**config.mk**
```make
export PLATFORM = sky130hd
export DESIGN_NAME = fce_addr_gen
export DESIGN_NICKNAME = d
export VERILOG_FILES = /design/src/design/fce_pkg.sv /design/src/design/fce_addr_gen.sv
export SDC_FILE = /design/constraint.sdc
export NUM_CORES = 1
export LEC_CHECK = 0
export ABC_AREA = 1
export BUFFER_PORTS_ARGS = -buffer_cell sky130_fd_sc_hd__clkbuf_2
export CAP_MARGIN = 30
export CORE_AREA = 3 3 81 83
export CTS_BUF_LIST = sky130_fd_sc_hd__clkbuf_4 sky130_fd_sc_hd__clkbuf_8 sky130_fd_sc_hd__clkbuf_16
export DETAILED_ROUTE_END_ITERATION = 8
export DIE_AREA = 0 0 84 86
export PLACE_DENSITY = 0.57
export SETUP_SLACK_MARGIN = 0.3
export SYNTH_ARGS = -nofsm -noshare
export SYNTH_HDL_FRONTEND = slang
export SYNTH_SLANG_ARGS = --single-unit
```
**constraint.sdc**
```tcl
create_clock -name i_clk -period 5.1 [get_ports i_clk]
set_clock_uncertainty 0.05 [all_clocks]
set_input_delay 1.02 -clock i_clk [delete_from_list [all_inputs] [get_ports i_clk]]
set_output_delay 1.02 -clock i_clk [all_outputs]
set_load 0.01 [all_outputs]
```
**src/design/fce_pkg.sv**
```systemverilog
// Shared constants and mixing functions for the feedback comb echo unit.
`default_nettype none

package fce_pkg;

    localparam int MAX_DELAY_DEF = 4096;
    localparam int SAMPLE_W      = 16;
    localparam int DELAY_W       = 12;
    localparam int CFG_IDX_W     = 1;

    localparam logic [CFG_IDX_W-1:0] CFG_ECHO_DELAY    = 1'b0;
    localparam logic [CFG_IDX_W-1:0] CFG_SAMPLE_FORMAT = 1'b1;

    typedef enum logic {
        FMT_U8  = 1'b0,
        FMT_S16 = 1'b1
    } t_format;

    // Offset-128 mix, rounded up on a half.
    function automatic logic [SAMPLE_W-1:0] mix8(input logic [SAMPLE_W-1:0] a,
                                                 input logic [SAMPLE_W-1:0] b);
        logic [8:0] sum;
        sum = {1'b0, a[7:0]} + {1'b0, b[7:0]} + 9'd1;
        return {8'd0, sum[8:1]};
    endfunction

    // Signed mix, halved and rounded half away from zero.
    function automatic logic [SAMPLE_W-1:0] mix16(input logic [SAMPLE_W-1:0] a,
                                                  input logic [SAMPLE_W-1:0] b);
        logic signed [SAMPLE_W+1:0] sum;
        logic signed [SAMPLE_W+1:0] half;
        sum = $signed({{2{a[SAMPLE_W-1]}}, a}) + $signed({{2{b[SAMPLE_W-1]}}, b});
        if (sum >= 0) begin
            half = (sum + 18'sd1) >>> 1;
        end else begin
            half = sum >>> 1;
        end
        return half[SAMPLE_W-1:0];
    endfunction

endpackage

`default_nettype wire

```
**src/design/fce_addr_gen.sv**
```systemverilog
// Write pointer, buffer position counter and echo tap address generation.
`default_nettype none

module fce_addr_gen #(
    parameter int MAX_DELAY = fce_pkg::MAX_DELAY_DEF,
    parameter int AW        = $clog2(MAX_DELAY)
) (
    input  wire logic                         i_clk,
    input  wire logic                         i_rst_n,
    input  wire logic                         i_accept,
    input  wire logic                         i_last,
    input  wire logic [fce_pkg::DELAY_W-1:0]  i_delay,
    output logic      [AW-1:0]                o_rd_addr,
    output logic      [AW-1:0]                o_wr_addr,
    output logic                              o_mix
);

    localparam int SW = $clog2(MAX_DELAY + 1);
    localparam int XW = (SW > fce_pkg::DELAY_W) ? SW : fce_pkg::DELAY_W;

    logic [AW-1:0] r_wp;
    logic [AW-1:0] n_wp;
    logic [SW-1:0] r_seen;
    logic [SW-1:0] n_seen;
    logic [XW-1:0] delay_x;
    logic [XW-1:0] d_x;
    logic [AW-1:0] d_a;
    logic [AW:0]   wrap_addr;

    always_comb begin
        delay_x   = XW'(i_delay);
        d_x       = (delay_x >= XW'(MAX_DELAY)) ? XW'(MAX_DELAY - 1) : delay_x;
        d_a       = d_x[AW-1:0];
        wrap_addr = {1'b0, r_wp} + (AW+1)'(MAX_DELAY) - {1'b0, d_a};
        o_rd_addr = (r_wp >= d_a) ? (r_wp - d_a) : wrap_addr[AW-1:0];
        o_wr_addr = r_wp;
        o_mix     = (d_x != '0) && (XW'(r_seen) >= d_x);
    end

    always_comb begin
        n_wp   = r_wp;
        n_seen = r_seen;
        if (i_accept) begin
            n_wp = (r_wp == AW'(MAX_DELAY - 1)) ? '0 : r_wp + 1'b1;
            if (i_last) begin
                n_seen = '0;
            end else if (r_seen < SW'(MAX_DELAY)) begin
                n_seen = r_seen + 1'b1;
            end
        end
    end

    always_ff @(posedge i_clk) begin
        if (!i_rst_n) begin
            r_wp   <= '0;
            r_seen <= '0;
        end else begin
            r_wp   <= n_wp;
            r_seen <= n_seen;
        end
    end

endmodule

`default_nettype wire
```
==> impl_metrics.xml <==
<?xml version="1.0" encoding="UTF-8"?>
<metrics>
  <group name="cts">
    <metric name="cts_setup_buffers" unit="">0</metric>
    <metric name="ctsResizeCount" unit="">0</metric>
    <metric name="clockRootBuffer" unit="">sky130_fd_sc_hd__clkbuf_8</metric>
    <metric name="ctsHtreeMaxLevel" unit="">1</metric>
    <metric name="numCtsBuffers" unit="">3</metric>
    <metric name="worstSkewPairLatency" unit="ns">0.27</metric>
    <metric name="ctsLongestPathBuffers" unit="">2</metric>
    <metric name="tritoncts" unit="">built</metric>
    <metric name="clkSinkCount" unit="">25</metric>
    <metric name="cts_hold_buf" unit="">0</metric>
    <metric name="clk_pin_slew" unit="ns">0.09</metric>
  </group>
  <group name="global_routing">
    <metric name="grt_util_all_layers" unit="%">16.65</metric>
    <metric name="maximum_number_of_pins_on_one_net_before_global_route_repair" unit="">14</metric>
    <metric name="grt_antenna_before_repair" unit="">0</metric>
    <metric name="grt_first_pass_wirelength" unit="microns">9839</metric>
    <metric name="vias_in_the_first_global_route" unit="">2086</metric>
    <metric name="globalRoute.totalOverflow" unit="">0</metric>
  </group>
  <group name="worst_setup_path">
    <metric name="rr_startpoint" unit="">o_wr_addr[1]</metric>
    <metric name="cp.required" unit="ns">4.03</metric>
    <metric name="critical_path.max_stage_delay" unit="ns">0.44</metric>
    <metric name="cpMaxStageDelayCell" unit="">sky130_fd_sc_hd__fa_1</metric>
    <metric name="r2r_setup_slk" unit="ns">3.48</metric>
    <metric name="critPathLaunchType" unit="">primary input</metric>
    <metric name="worstRegToRegCells" unit="">8</metric>
    <metric name="crit_fanout" unit="">4</metric>
    <metric name="timing.critical_path.max_delay_family" unit="">adder cells</metric>
    <metric name="critical_path.n_buffers_inverters" unit="">2</metric>
    <metric name="arrival_time_worst_endpoint" unit="ns">2.51</metric>
    <metric name="cp_cell_sequence" unit="">clkbuf_2, ha_1, fa_1, o21ai_1, nand3_1, nand2_1, nand2_1, nand2_1, clkbuf_2</metric>
    <metric name="crit-reg2reg-capture" unit="">o_wr_addr[9]</metric>
    <metric name="capturing_element_type_of_the_critical_path" unit="">primary output</metric>
    <metric name="critPathMostFrequentCell" unit="">sky130_fd_sc_hd__nand2_1</metric>
    <metric name="critical_path_class" unit="">in -&gt; out</metric>
  </group>
  <group name="timing">
    <metric name="worst_pin_slew" unit="ns">0.3739</metric>
    <metric name="hold_slack" unit="ns">0.4600</metric>
    <metric name="finalCritPeriodShare" unit="%">70.29</metric>
    <metric name="timing.final.setup_violations" unit="">0</metric>
    <metric name="rsz0062_at_grt" unit="">no</metric>
    <metric name="final.min_clock_period" unit="ns">3.585</metric>
    <metric name="max_clock_freq" unit="GHz">0.2789</metric>
    <metric name="timing.final.max_slew_violations" unit="">0</metric>
    <metric name="report.final.hold_viol_count" unit="">0</metric>
    <metric name="setup-tns-final" unit="ns">0</metric>
    <metric name="max-slew-margin-rel" unit="%">75.04</metric>
  </group>
  <group name="cells_and_area">
    <metric name="finish.net_count" unit="">432</metric>
    <metric name="number_of_antenna_repair_diodes" unit="">0</metric>
    <metric name="area_growth" unit="%">14.94</metric>
    <metric name="finalInstanceArea" unit="sq um">2551</metric>
    <metric name="layout-drive-gt1-share" unit="%">15.68</metric>
    <metric name="layout.filler_cells" unit="">629</metric>
  </group>
  <group name="yosys">
    <metric name="synth_area_per_cell" unit="sq um">6.415</metric>
    <metric name="yosys_warnings" unit="">0</metric>
    <metric name="post-synth-top-area-fraction" unit="%">22.55</metric>
    <metric name="synth.net_count" unit="">388</metric>
    <metric name="cell_with_the_most_instances_after_synthesis" unit="">sky130_fd_sc_hd__nand2_1</metric>
    <metric name="synth_top_cells_by_count" unit="">79 x sky130_fd_sc_hd__nand2_1, 56 x sky130_fd_sc_hd__inv_1, 40 x sky130_fd_sc_hd__nor2_1</metric>
    <metric name="synth.top_cells.by_area" unit="">sky130_fd_sc_hd__dfxtp_1 23%, sky130_fd_sc_hd__ha_1 14%, sky130_fd_sc_hd__nand2_1 13%</metric>
    <metric name="cell_type_with_the_largest_total_area_after_synthesis" unit="">sky130_fd_sc_hd__dfxtp_1</metric>
    <metric name="synth_seq_cells" unit="">25</metric>
    <metric name="synth-edff-count" unit="">0</metric>
    <metric name="unique_cell_type_count_in_the_yosys_netlist" unit="">32</metric>
    <metric name="async_reset_ff_share" unit="%">0</metric>
    <metric name="synthCells" unit="">346</metric>
    <metric name="yosys_most_used_dff" unit="">sky130_fd_sc_hd__dfxtp_1</metric>
    <metric name="synth-seq-area-share" unit="%">22.55</metric>
    <metric name="synthesis.area" unit="sq um">2220</metric>
  </group>
  <group name="outcome">
    <metric name="status" unit="">finished, final reports clean</metric>
  </group>
  <group name="detailed_routing">
    <metric name="drt-pass1-iter-count" unit="">4</metric>
    <metric name="drt-vias-per-instance" unit="">4.899</metric>
    <metric name="overall_via_count_from_detail_route" unit="">2273</metric>
    <metric name="postRouteWirelength" unit="microns">5734</metric>
    <metric name="antenna_violating_nets_remaining" unit="">0</metric>
    <metric name="detailedRoute.firstIterationViolations" unit="">128</metric>
    <metric name="detail_route.drc_violations" unit="">0</metric>
    <metric name="routedWlPerCell" unit="microns">12.36</metric>
  </group>
  <group name="hold_path">
    <metric name="worst_hold_startpoint" unit="">r_seen[5]</metric>
    <metric name="min_path_type" unit="">reg -&gt; reg</metric>
    <metric name="min_to" unit="">r_seen[5]</metric>
    <metric name="hold_path_depth" unit="">2</metric>
  </group>
  <group name="place">
    <metric name="hpwlAfterDp" unit="microns">4849</metric>
    <metric name="portBuffers" unit="">40</metric>
    <metric name="place_area" unit="sq um">2502</metric>
    <metric name="gpl.final_weighted_congestion" unit="">0.8879</metric>
  </group>
  <group name="floorplanning">
    <metric name="starting_density_of_the_core" unit="%">37.49</metric>
    <metric name="ios" unit="">41</metric>
    <metric name="fp.dieH" unit="microns">86</metric>
    <metric name="die_w" unit="microns">84</metric>
    <metric name="design.core.area" unit="sq um">5921</metric>
    <metric name="std_cell_rows" unit="">28</metric>
    <metric name="die-area" unit="sq um">7224</metric>
  </group>
  <group name="power_and_ir_drop">
    <metric name="power_per_cell_area" unit="nW/um^2">161.3</metric>
    <metric name="worst_ir_drop_vdd" unit="mV">0.07138</metric>
    <metric name="leakage" unit="nW">1.300</metric>
  </group>
  <group name="job">
    <metric name="timing.max_cap.violations" unit="">0</metric>
  </group>
</metrics>
cells by family (layout without fill, tap and decap cells):
logic type	after synthesis	after routing	synth area share (%)
and+or+nand+nor	175	175	35.34
adders and majority gates	26	26	14.99
xor gates and xnor gates	9	9	3.551
DFF	25	25	22.55
buffers and inverters	64	107	11.16
AOI/OAI and AO/OA	47	47	12.40
per-layer routing:
metal | GRT usage (%) | routed length (microns) | up-vias
met3 | 2.017 | 240 | 5
met1 | 24.03 | 2991 | 991
met5 | 0 | 0 | -
met4 | 4.240 | 53 | 0
li1 | - | - | 1223
met2 | 26.32 | 2448 | 54
worst min-delay path, delay by kind of cell (launching register included):
| family | cells | cell delay, ns |
|---|---|---|
| DFF | 1 | 0.35 |
| buffers and inverters | 1 | 0.06 |
| AOI/OAI and AO/OA | 1 | 0.06 |
layout make-up:
class | instances | area [sq um] | share of cell area (%)
clock buffer | 4 | 48.80 | 1.913
tap | 75 | 93.84 | 3.678
timing repair buffer | 40 | 200.2 | 7.847
inverter | 63 | 236.5 | 9.269
multi-input combinational | 257 | 1471 | 57.68
sequential | 25 | 500.5 | 19.62
how the worst max path moves through the flow:
stage / startpoint / to / cells past startpoint
2_1_floorplan: i_delay[0] / o_rd_addr[6] / 5
3_3_place_gp: i_delay[0] / o_rd_addr[8] / 9
3_5_place_dp: i_delay[0] / o_rd_addr[8] / 9
4_1_cts: i_delay[0] / o_rd_addr[8] / 9
5_1_grt: i_delay[0] / o_rd_addr[6] / 7
6_report: i_delay[0] / o_rd_addr[8] / 9
state kept, by name (all words and copies together) (netlist names):
name / flops
r_seen: 13
o_wr_addr: 12
per-stage QoR:
stage	setup WS (ns)	std cells	total power, W	utilization [%]
floorplan	1.807	346	0.0002591	-
global placement	1.566	460	0.0002926	42.27
detailed placement	1.530	460	0.0002928	42.27
CTS	1.528	464	0.0004170	43.09
global route	1.361	464	0.0004386	43.09
finish	1.515	464	0.0004115	43.09
power by group:
group	switching [W]	internal [W]
Clock	0.0000624	0.0000612
Sequential	0.00000355	0.000197
Combinational	0.0000542	0.0000329
placed cells by master, fill, tap and decap left out, types with 2 or more instances in the layout:
cell type,count
sky130_fd_sc_hd__clkbuf_2,40
sky130_fd_sc_hd__nand2_1,79
sky130_fd_sc_hd__xor2_1,3
sky130_fd_sc_hd__clkbuf_8,3
sky130_fd_sc_hd__nor2_4,2
sky130_fd_sc_hd__inv_2,6
sky130_fd_sc_hd__nand3b_1,2
sky130_fd_sc_hd__inv_1,56
sky130_fd_sc_hd__ha_1,25
sky130_fd_sc_hd__nand3_1,21
sky130_fd_sc_hd__xnor2_1,6
sky130_fd_sc_hd__nor3_1,9
sky130_fd_sc_hd__nand3_2,2
sky130_fd_sc_hd__o21ai_0,9
sky130_fd_sc_hd__nand4_1,12
sky130_fd_sc_hd__dfxtp_1,25
sky130_fd_sc_hd__nor2_1,40
sky130_fd_sc_hd__o21ai_1,4
sky130_fd_sc_hd__o21bai_1,3
sky130_fd_sc_hd__nor4_1,3
sky130_fd_sc_hd__a21oi_1,26
No activity file was read; power rests on OpenSTA's default activity.
